### src/rtl/core/gbts_pkg.sv
// ----------------------------------------------------------------------------
// gbts_pkg
// Shared constants, codes and control types for the gap buffer text store.
// ----------------------------------------------------------------------------
package gbts_pkg;

    // Store geometry
    localparam int STORE_BYTES = 65536;
    localparam int ADDR_W      = $clog2(STORE_BYTES);
    // Gap pointers must reach STORE_BYTES itself
    localparam int PTR_W       = ADDR_W + 1;
    // Width used for position and length compares (position is 16 bits)
    localparam int CMP_W       = (PTR_W > 17) ? PTR_W : 17;

    // Field widths
    localparam int ACT_W  = 2;
    localparam int POS_W  = 16;
    localparam int BYTE_W = 8;
    localparam int LEN_W  = 16;
    localparam int STS_W  = 2;

    // Request actions
    localparam logic [ACT_W-1:0] ACT_READ      = 2'd0;
    localparam logic [ACT_W-1:0] ACT_INSERT    = 2'd1;
    localparam logic [ACT_W-1:0] ACT_DELETE    = 2'd2;
    localparam logic [ACT_W-1:0] ACT_BACKSPACE = 2'd3;

    // Result status codes
    localparam logic [STS_W-1:0] ST_DONE    = 2'd0;
    localparam logic [STS_W-1:0] ST_NO_ROOM = 2'd1;
    localparam logic [STS_W-1:0] ST_RANGE   = 2'd2;

    // An insert needs at least this many free gap slots
    localparam logic [PTR_W-1:0] MIN_FREE_SLOTS = PTR_W'(2);

    // Largest reported text length
    localparam logic [LEN_W-1:0] LEN_MAX = {LEN_W{1'b1}};

    // Controller to datapath commands
    typedef struct packed {
        logic take_req;  // latch the input word
        logic eval;      // latch the status of the request
        logic do_read;   // issue the text read
        logic step;      // move the gap by one byte
        logic do_edit;   // apply insert / delete / backspace
        logic load_out;  // load the result register
    } t_cmd;

    // Datapath to controller status
    typedef struct packed {
        logic [STS_W-1:0] code;     // status of the latched request
        logic             is_read;  // latched request is a read
        logic             at_pos;   // gap begins at the request position
        logic             wr_pend;  // a gap copy write is still in flight
        logic             out_busy; // result register cannot take a word
    } t_sts;

endpackage

### src/rtl/core/gbts_ctrl.sv
// ----------------------------------------------------------------------------
// gbts_ctrl
// Request sequencer: accept, check, move the gap, edit, hand out the result.
// ----------------------------------------------------------------------------
module gbts_ctrl (
    input  logic           i_clk,
    input  logic           i_rst_n,
    input  logic           i_req_valid,
    output logic           o_req_ready,
    input  gbts_pkg::t_sts i_sts,
    output gbts_pkg::t_cmd o_cmd
);

    localparam logic [2:0] S_IDLE = 3'd0;
    localparam logic [2:0] S_EVAL = 3'd1;
    localparam logic [2:0] S_MOVE = 3'd2;
    localparam logic [2:0] S_EDIT = 3'd3;
    localparam logic [2:0] S_DONE = 3'd4;

    logic [2:0] r_state;
    logic [2:0] n_state;

    // Next state and command decode
    always_comb begin
        n_state = r_state;
        o_cmd   = '0;
        unique case (r_state)
            S_IDLE: begin
                if (i_req_valid) begin
                    o_cmd.take_req = 1'b1;
                    n_state        = S_EVAL;
                end
            end
            S_EVAL: begin
                o_cmd.eval = 1'b1;
                if (i_sts.code != gbts_pkg::ST_DONE) begin
                    n_state = S_DONE;
                end else if (i_sts.is_read) begin
                    o_cmd.do_read = 1'b1;
                    n_state       = S_DONE;
                end else begin
                    n_state = S_MOVE;
                end
            end
            S_MOVE: begin
                if (i_sts.at_pos) begin
                    n_state = S_EDIT;
                end else begin
                    o_cmd.step = 1'b1;
                end
            end
            S_EDIT: begin
                // wait for the last copy write to drain
                if (!i_sts.wr_pend) begin
                    o_cmd.do_edit = 1'b1;
                    n_state       = S_DONE;
                end
            end
            S_DONE: begin
                if (!i_sts.out_busy) begin
                    o_cmd.load_out = 1'b1;
                    n_state        = S_IDLE;
                end
            end
            default: begin
                n_state = S_IDLE;
            end
        endcase
    end

    always_ff @(posedge i_clk) begin
        if (!i_rst_n) begin
            r_state <= S_IDLE;
        end else begin
            r_state <= n_state;
        end
    end

    assign o_req_ready = (r_state == S_IDLE);

endmodule

### config.mk
export PLATFORM = sky130hd
export DESIGN_NAME = gbts_ctrl
export DESIGN_NICKNAME = d
export VERILOG_FILES = /design/src/rtl/core/gbts_pkg.sv /design/src/rtl/core/gbts_ctrl.sv
export SDC_FILE = /design/constraint.sdc
export NUM_CORES = 1
export LEC_CHECK = 0
export ABC_AREA = 1
export BUFFER_PORTS_ARGS = -buffer_cell sky130_fd_sc_hd__buf_2
export CORE_AREA = 2 2 39 41
export DETAILED_ROUTE_END_ITERATION = 10
export DIE_AREA = 0 0 41 43
export PLACE_DENSITY = 0.4
export SYNTH_ARGS = -nofsm -noshare
export SYNTH_HDL_FRONTEND = slang
export SYNTH_SLANG_ARGS = --single-unit
export TNS_END_PERCENT = 20
### constraint.sdc
create_clock -name i_clk -period 1.02 [get_ports i_clk]
set_input_delay 0.051 -clock i_clk [delete_from_list [all_inputs] [get_ports i_clk]]
set_output_delay 0.051 -clock i_clk [all_outputs]
set_load 0.02 [all_outputs]
# Word level (Yosys, flattened, before mapping)
# Index checks and enable logic that the tools add are counted.
# totals
regBits,3
inputBits,9
out_inout_bits,7
# classes
n_eq_ne,8
n_mux,18
reduce_logical,3
# ops
op,n
$mux W3,6
$pmux W3 S5,1
$mux W1,10
$ne A2 B2 Y1 const B,4
$eq A3 B2 Y1 const B,2
$reduce_and A4 Y1,1
$eq A3 B1 Y1 const B,1
$eq A3 B3 Y1 const B,1
$logic_not A3 Y1,1
$mux W2,1
$reduce_bool A2 Y1,1

# Depth between registers and ports, before layout
# Gate-level depths: netlist of run 1.
# depth
word_depth,3
mapped_depth,7
depth_no_buf,6

# Least setup slack after synthesis of run 1
# OpenSTA, ideal clock, no wires.
# synth_path
kind,flip-flop to output port
from,reg r_state[0]
to,out o_cmd[3] in the netlist's numbering
setup_slack_ns,-0.278
path_buffers,0
path_stages_with_launch,5
arrival_ns,1.247
path_cell_list,dfxtp_1 -> inv_1 -> nor2_1 -> nand2_1 -> nor4_1
# synth_lines
item,line,rtl
start: declaration,gbts_ctrl.sv:20,logic [2:0] r_state;
start signal: assignment,gbts_ctrl.sv:75,r_state <= n_state;
end: declaration,gbts_ctrl.sv:11,output gbts_pkg::t_cmd o_cmd

==> metrics.yaml, run 1 <==
power_and_ir_drop:
  ir_drop_mv: 0.646
  leakagePower_nw: 0.258
  power_mw: 1.51
  p_per_area_nw_per_um2: 3040
clock_network:
  cts_buffer_depth: 2
  clk_pin_slew_ps: 40
  numCtsBuffers: 3
  cts_tree: "yes"
  insertion_delay_ps: 240
  cts_num_sinks: 3
  root_buffer: "clkbuf_4"
  cts_htree_levels: 1
critical_path:
  critPathKind: "reg2out"
  worstPathArrival_ps: 1160
  worst_setup_path_end_kind: "output pin"
  path_cells: "inv_2 > nor2_4 > nand2_2 > nor4_2 > buf_2"
  cp.required_ps: 970
  cp-start-kind: "flip-flop"
  path_max_fanout: 3
  slowest_stage: "dfxtp_4"
  slowest_delay_ps: 370
sta:
  worst_slew_pin_slew_ps: 224
  holdWs_ps: 51.2
  setup_viol: 10
  hold_viol: 0
  finalClockSkew_ps: 4.70
  fin_crit_sh_pct: 119
  rsz0062_at_grt: "yes"
  relSlewSlack_pct: 84.9
  final.min_clock_period_ps: 1210
  clock.fmax_mhz: 824
  drv_slew: 0
  setup_ws_ps: -194
floorplan:
  die_x_um: 41
  core_area_um2: 1380
  die_y_um: 43
  start_util_pct: 17.2
  pin_count: 16
  rows: 14
  dieArea_um2: 1760
placement:
  hpwl_um: 537
  io_buffers: 15
  place_inst: 77
  globalplace.congestion: 0.708
  place_area_um2: 369
layout:
  diodes: 0
  fin_cells: 83
  post-route-util_pct: 35.9
  nets: 77
  drive_above_1_share_pct: 62.7
  top_register: "r_state"
  synthToLayoutAreaGrowth_pct: 109
  reg_top3: "r_state (3)"
  largest_register_ffs: 3
  stdcell_area_um2: 497
detailed_routing:
  wire_per_inst_um: 9.55
  totalWireLength_um: 793
  vias_per_cell: 4.16
  ant_nets: 0
  drt_iter0_markers: 2
  drc: 0
  vias: 345
  dr.pass1.iters: 3
yosys:
  ys_seq_area_share_pct: 25.3
  ys_types: 13
  synth_compound_area_share_pct: 10.5
  synth_top_family_by_area: "simple AND/OR/NAND/NOR gates"
  yosys.area_share.adder_pct: 0
  synth_cells: 42
  syn_area_um2: 238
  avgSynthCellArea_um2: 5.66
  synth_mux_area_share_pct: 0
  ys_warn_count: 0
  ys_ff_latch: 3
  synth-simple-area-share_pct: 43.7
  synthXorXnorAreaFrac_pct: 0
  syn-num-nets: 51
outcome:
  status: "finished, violations left"
  failed_checks: "negative setup slack"
grt:
  grt_pass1_wl_um: 1030
  grt_usage_pct: 8.83
  grt_pass1_vias: 280
  antenna_found_initial: 0
  grt_overflow: 0
  grt_max_degree: 7
run:
  cap_violations: 0
hold_path:
  worstHoldPathType: "in2reg"
==> layer usage <==
metal / up-vias / part of all wire (%) / track usage, %
li1: 183 / - / -
met1: 151 / 40 / 10.3
met4: 0 / 2.1 / 6.00
met3: 2 / 4.8 / 1.57
met5: - / 0 / 0
met2: 9 / 53 / 13.8
==> where the power goes <==
part	internal, mW	switching, mW
Sequential	0.198	0.0994
Clock	0.147	0.0655
Combinational	0.475	0.526
==> worst paths after layout <==
path	cells after the start	start	slack [ps]	to
setup / recovery	5	r_state[0]	-190	o_cmd[3]
hold reg to reg	3	r_state[1]	680	r_state[0]
setup reg to reg	7	r_state[0]	-60	r_state[2]
hold / removal	3	i_rst_n	50	r_state[1]
==> per-stage QoR <==
stage                     worst slack [ps]  setup TNS [ps]
after global routing                  -228           -1410
after detailed placement             -75.1            -179
after floorplan                       -169            -424
after global placement               -81.6            -227
after CTS                             -198            -998
final                                 -194            -814
==> what timing repair did <==
item                       in CTS  in global routing
setup endpoints to repair      10                 10
pin swaps                       3                  1
hold buffers                    0                  0
gates resized for setup        14                 14
buffers inserted                2                  0
==> critical path, delay by kind of cell (launching register included) <==
family | cells | cell delay [ps]
DFF | 1 | 370
and+or+nand+nor | 3 | 300
buffers and inverters | 2 | 260
==> area by class of cell <==
class                           instances  area (µm²)
Clock buffer                            4        26.3
Timing Repair Buffer                   22         154
Tap cell                               16        20.0
Multi-Input combinational cell         27         184
Inverter                               11        41.3
Sequential cell                         3        71.3
Fill cell                             152         887
==> logic make-up after synthesis <==
kind of cell	count (synthesis)
flops	3
buf+inv	12
simple gates	22
compound gates	5
==> cells in the final DEF (no fill, tap or decap), types with 2 or more instances in the layout <==
cell type and instances:
a21oi_1 4, buf_2 9, buf_4 10, buf_6 3, clkbuf_4 3, dfxtp_4 3
inv_1 7, inv_2 4, nand2_1 5, nand3_1 3, nor2_1 3, nor2_2 2
nor2_4 2, nor4_2 2
==> cells in the mapped netlist <==
| master | instances | area (µm²) |
|---|---|---|
| inv_1 | 10 | 37.5 |
| nand2_1 | 6 | 22.5 |
| nor2_1 | 5 | 18.8 |
| a21oi_1 | 4 | 20.0 |
| nand3_1 | 4 | 20.0 |
| dfxtp_1 | 3 | 60.1 |
| nor4_1 | 3 | 18.8 |
| nor2_2 | 2 | 12.5 |
| buf_4 | 1 | 7.51 |
| inv_2 | 1 | 3.75 |
| nand4_1 | 1 | 6.26 |
| nor3_1 | 1 | 5.00 |
| o21ai_0 | 1 | 5.00 |
Power figures use the tool's default switching activity.
==> inputs of run 2 (changes only) <==
--- a/config.mk
+++ b/config.mk
@@ -5,12 +5,11 @@
 export SDC_FILE = /design/constraint.sdc
 export NUM_CORES = 1
 export LEC_CHECK = 0
-export ABC_AREA = 1
 export BUFFER_PORTS_ARGS = -buffer_cell sky130_fd_sc_hd__buf_2
 export CORE_AREA = 2 2 39 41
 export DETAILED_ROUTE_END_ITERATION = 10
 export DIE_AREA = 0 0 41 43
-export PLACE_DENSITY = 0.4
+export PLACE_DENSITY = 0.42
 export SYNTH_ARGS = -nofsm -noshare
 export SYNTH_HDL_FRONTEND = slang
 export SYNTH_SLANG_ARGS = --single-unit
==> metrics.yaml, run 2 <==
sta:
  setup_viol: 10  # unchanged
  tns_ps: -723  # +90.1 ps
  fin_crit_sh_pct: 114  # -4.8 points
  clock.fmax_mhz: 859  # +4.2%
  rsz0062_at_grt: "yes"
  hold_viol: 0  # unchanged
  relSlewSlack_pct: 89.2  # +4.2 points
  worst_slew_pin_slew_ps: 163  # -61.3 ps
  finalClockSkew_ps: 6.74  # +2.04 ps
  setup_ws_ps: -144  # +49.0 ps
  drv_slew: 0  # unchanged
  final.min_clock_period_ps: 1160  # -49.0 ps
  holdWs_ps: 96.2  # +45.0 ps
layout:
  synthToLayoutAreaGrowth_pct: 113
  diodes: 0  # unchanged
  stdcell_area_um2: 551  # +11%
  reg_top3: "r_state (3)"
  layout_common_cells: "buf_2 (9), buf_4 (9), buf_6 (5), nand2_1 (4)"
  nets: 70  # -9.1%
  largest_register_ffs: 3  # unchanged
  drive_above_1_share_pct: 73.3  # +11 points
  top_register: "r_state"
grt:
  grt_overflow: 0  # unchanged
  grt_max_degree: 8  # +1
  grt_usage_pct: 9.04  # +0.21 points
  antenna_found_initial: 0  # unchanged
  grt_pass1_vias: 258  # -7.9%
  grt_pass1_wl_um: 1010  # -2.0%
floorplan:
  die_y_um: 43  # unchanged
  core_area_um2: 1380  # unchanged
  die_x_um: 41  # unchanged
  rows: 14  # unchanged
  dieArea_um2: 1760  # unchanged
  start_util_pct: 18.7  # +1.5 points
  pin_count: 16  # unchanged
run:
  cap_violations: 0  # unchanged
yosys:
  ys_seq_area_share_pct: 23.2  # -2.1 points
  synth.area.top_cells: "dfxtp_1 (23%), mux2i_1 (7.7%), nand2b_1 (7.2%)"
  synth_top_area_share_pct: 23.2  # -2.1 points
  avgSynthCellArea_um2: 7.85  # +39%
  synth_top_cell_by_area: "dfxtp_1"
  syn-num-nets: 42  # -18%
  synthArstFlopShare_pct: 0  # unchanged
  synth_common_cells: "nor2_1 (5), nand2_1 (4), dfxtp_1 (3), nand2b_1 (3)"
  yosysMostFrequentCell: "nor2_1"
  ys_warn_count: 0  # unchanged
  synth_cells: 33  # -21%
  syn_area_um2: 259  # +8.9%
  ys_types: 19  # +6
  ys_ff_latch: 3  # unchanged
  ys.flop_type: "dfxtp_1"
  synth_edf_count: 0  # unchanged
placement:
  io_buffers: 15  # unchanged
  hpwl_um: 521  # -3.0%
  place_area_um2: 402  # +8.8%
  globalplace.congestion: 0.759  # +7.2%
critical_path:
  path_max_fanout: 3  # unchanged
  critPathKind: "reg2out"
  worstPathArrival_ps: 1110  # -50 ps
  cp-start-kind: "flip-flop"
  startpoint: "r_state[1]"
  cp.required_ps: 970  # about the same
  r2r_start: "r_state[2]"
  worst_setup_path_end_kind: "output pin"
clock_network:
  cts_tree: "yes"
  clk_pin_slew_ps: 40  # about the same
  cts_buffer_depth: 2  # unchanged
  insertion_delay_ps: 230  # about the same
  root_buffer: "clkbuf_4"
  numCtsBuffers: 3  # unchanged
  cts_num_sinks: 3  # unchanged
  hold_buffers: 0  # unchanged
  cts_htree_levels: 1  # unchanged
detailed_routing:
  dr.pass1.iters: 3  # unchanged
  wire_per_inst_um: 9.43  # -1.3%
  ant_nets: 0  # unchanged
  drc: 0  # unchanged
  vias: 316  # -8.4%
  drt_iter0_markers: 2  # unchanged
  totalWireLength_um: 717  # -9.6%
  vias_per_cell: 4.16  # about the same
power_and_ir_drop:
  power_mw: 1.27  # -16%
  p_per_area_nw_per_um2: 2300  # -24%
  ir_drop_mv: 0.537  # -17%
  leakagePower_nw: 0.249  # -3.2%
hold_path:
  worstHoldPathType: "in2reg"
  hold_start: "i_rst_n"
outcome:
  failed_checks: "negative setup slack"
  status: "finished, violations left"
==> run 2: worst max-delay path: stages, from the launching register on <==
cell and delay (ps):
dfxtp_4 340, buf_6 110, nor3_4 160, and2_1 150
buf_6 110
==> run 2: worst paths after layout <==
| path | slack (ps) | cells after the start | to |
|---|---|---|---|
| setup / recovery | -140 | 4 | o_cmd[5] |
| hold reg to reg | 640 | 3 | r_state[2] |
| hold / removal | 100 | 3 | r_state[0] |
| setup reg to reg | -30 | 5 | r_state[2] |
==> run 2: report_power, final <==
part           total (mW)  switching (mW)  internal, mW
Clock               0.206          0.0592         0.146
Sequential          0.221          0.0541         0.167
Combinational       0.842           0.381         0.460
Total                1.27           0.495         0.774
==> run 2: kinds of logic (layout without fill, tap and decap cells) <==
family	after synthesis	in the layout	share of synthesized area, %
buffers and inverters	1	28	4.35
AND/OR/NAND/NOR	24	24	55.6
AO/OA/AOI/OAI	3	3	9.18
flip-flops	3	3	23.2
multiplexers	2	2	7.73
==> run 2: final cells by class <==
class / instances / area, µm²
well taps: 16 / 20.0
fillers: 143 / 833
repair buffers: 24 / 189
clock buffers: 4 / 26.3
multi-input cells: 29 / 244
flip-flops and latches: 3 / 71.3
==> run 2: per-stage QoR <==
stage | setup slack, ps | utilization (%) | cells
2_1_floorplan | -120 | - | 33
3_3_place_gp | -53.4 | 29.0 | 68
3_5_place_dp | -45.5 | 29.0 | 68
4_1_cts | -158 | 37.2 | 75
5_1_grt | -191 | 39.8 | 76
6_report | -144 | 39.8 | 76
==> run 2: what timing repair did <==
item,CTS,global route
endpoints found under the setup margin,10,10
hold endpoints to repair,0,0
setup buffers,3,1
gates resized for setup,20,6
pin swaps,4,2
==> run 2: layer usage <==
| layer | global-route usage (%) | up-vias | share of wire (%) | wire, µm |
|---|---|---|---|---|
| met5 | 0 | - | 0 | 0 |
| met4 | 8.00 | 0 | 1.5 | 11 |
| met3 | 3.14 | 2 | 6.0 | 43 |
| met2 | 14.4 | 11 | 49 | 352 |
| met1 | 8.36 | 133 | 43 | 309 |
| li1 | - | 170 | - | - |
==> inputs of run 3 (changes only) <==
--- a/config.mk
+++ b/config.mk
@@ -10,6 +10,7 @@
 export DETAILED_ROUTE_END_ITERATION = 10
 export DIE_AREA = 0 0 41 43
 export PLACE_DENSITY = 0.42
+export REMOVE_ABC_BUFFERS = 1
 export SYNTH_ARGS = -nofsm -noshare
 export SYNTH_HDL_FRONTEND = slang
 export SYNTH_SLANG_ARGS = --single-unit
==> metrics.yaml, run 3 (same netlist as run 2, synthesis figures left out) <==
layout:
  nets: 71  # +1.4%
  diodes: 0  # unchanged
  reg_top3: "r_state (3)"
  fin_cells: 77  # +1.3%
  layout_common_cells: "buf_2 (10), buf_4 (8), buf_6 (7), nand2_1 (4)"
  top_register: "r_state"
  final_common_cell: "buf_2"
  drive_above_1_share_pct: 75.4  # +2.1 points
  largest_register_ffs: 3  # unchanged
  post-route-util_pct: 40.3  # +0.54 points
  synthToLayoutAreaGrowth_pct: 115
grt:
  grt_usage_pct: 10.9  # +1.9 points
  grt_pass1_vias: 332  # +29%
  antenna_found_initial: 0  # unchanged
  grt_overflow: 0  # unchanged
  grt_pass1_wl_um: 1270  # +26%
  grt_max_degree: 6  # -2
detailed_routing:
  vias_per_cell: 4.35  # +4.6%
  ant_nets: 0  # unchanged
  drc: 0  # unchanged
  vias: 335  # +6.0%
  drt_iter0_markers: 6  # +4
  totalWireLength_um: 756  # +5.4%
  dr.pass1.iters: 4  # +1
  wire_per_inst_um: 9.82  # +4.1%
clock_network:
  cts_tree: "yes"
  cts_buffer_depth: 2  # unchanged
  numCtsBuffers: 3  # unchanged
  root_buffer: "clkbuf_4"
  clk_pin_slew_ps: 40  # about the same
  cts_num_sinks: 3  # unchanged
  cts_htree_levels: 1  # unchanged
  insertion_delay_ps: 230  # about the same
sta:
  drv_slew: 0  # unchanged
  clock.fmax_mhz: 852  # -0.74%
  finalClockSkew_ps: 3.48  # -3.25 ps
  holdWs_ps: 92.8  # -3.43 ps
  hold_viol: 0  # unchanged
  rsz0062_at_grt: "yes"
  setup_ws_ps: -153  # -8.68 ps
  worst_slew_pin_slew_ps: 161  # -2.10 ps
  final.min_clock_period_ps: 1170  # +8.68 ps
  relSlewSlack_pct: 89.3  # +0.14 points
  setup_viol: 10  # unchanged
  fin_crit_sh_pct: 115  # +0.85 points
critical_path:
  path_max_fanout: 5  # +2
  critPathKind: "reg2out"
  path_cells: "buf_6 > nor3_4 > and2_4 > buf_6"
  cp_top_family: "flip-flops"
  startpoint: "r_state[2]"
  worstPathArrival_ps: 1120  # about the same
  worst_setup_path_end_kind: "output pin"
  cp.required_ps: 970  # about the same
  slowest_stage: "dfxtp_4"
  path_common_cell: "buf_6"
  slowest_delay_ps: 350  # about the same
  cp-start-kind: "flip-flop"
  r2r_start: "r_state[1]"
  critPathBufInv: 2  # unchanged
outcome:
  status: "finished, violations left"
  failed_checks: "negative setup slack"
placement:
  io_buffers: 15  # unchanged
  post-place-ws_ps: -48.6  # -3.12 ps
  place_inst: 68  # unchanged
  globalplace.congestion: 0.622  # -18%
  hpwl_um: 504  # -3.2%
run:
  cap_violations: 0  # unchanged
hold_path:
  worstHoldPathType: "in2reg"
  hold_start: "i_rst_n"
floorplan:
  core_area_um2: 1380  # unchanged
  die_x_um: 41  # unchanged
  dieArea_um2: 1760  # unchanged
  rows: 14  # unchanged
  start_util_pct: 18.7  # unchanged
  die_y_um: 43  # unchanged
  pin_count: 16  # unchanged
power_and_ir_drop:
  leakagePower_nw: 0.257  # +2.9%
  power_mw: 1.29  # +1.8%
  p_per_area_nw_per_um2: 2310  # +0.44%
  ir_drop_mv: 0.841  # +57%
run 3: per-layer routing:
| layer | share of wire, % | global-route usage [%] |
|---|---|---|
| met4 | 0 | 8.00 |
| met3 | 7.8 | 4.71 |
| met2 | 54 | 17.2 |
| met5 | 0 | 0 |
| met1 | 38 | 10.6 |
run 3: area by class of cell:
type | instances | area (µm²)
repair buffers | 25 | 189
fillers | 151 | 826
well taps | 16 | 20.0
multi-input cells | 29 | 251
flip-flops and latches | 3 | 71.3
clock buffers | 4 | 26.3
run 3: final timing paths:
path | end | slack, ps | depth (start not counted)
max | o_cmd[5] | -150 | 4
min reg2reg | r_state[2] | 720 | 3
min | r_state[0] | 90 | 3
max reg2reg | r_state[1] | -60 | 5
run 3: worst reg2reg max path, stage by stage (launching register included):
cell and delay (ps):
dfxtp_4 340, buf_4 160, nor2_1 100, nand2_1 100, o22ai_1 160, and3_1 160
run 3: power breakdown:
group / internal [mW] / leakage (nW) / total [mW] / switching (mW)
registers: 0.168 / 0.0267 / 0.235 / 0.0672
logic: 0.468 / 0.215 / 0.843 / 0.375
clock network: 0.147 / 0.0150 / 0.213 / 0.0665
total: 0.783 / 0.257 / 1.29 / 0.509
run 3: through the flow:
stage | TNS, ps | area (µm²)
after floorplan | -614 | 248
after global placement | -133 | 380
after detailed placement | -98.2 | 380
after CTS | -806 | 524
after global routing | -1270 | 558
final | -747 | 558
run 3: repair_timing:
item | in CTS | in global routing
buffers inserted | 5 | 0
hold buffers | 0 | 0
pin swaps | 4 | 3
resized for setup | 24 | 7
setup endpoints to repair | 9 | 10
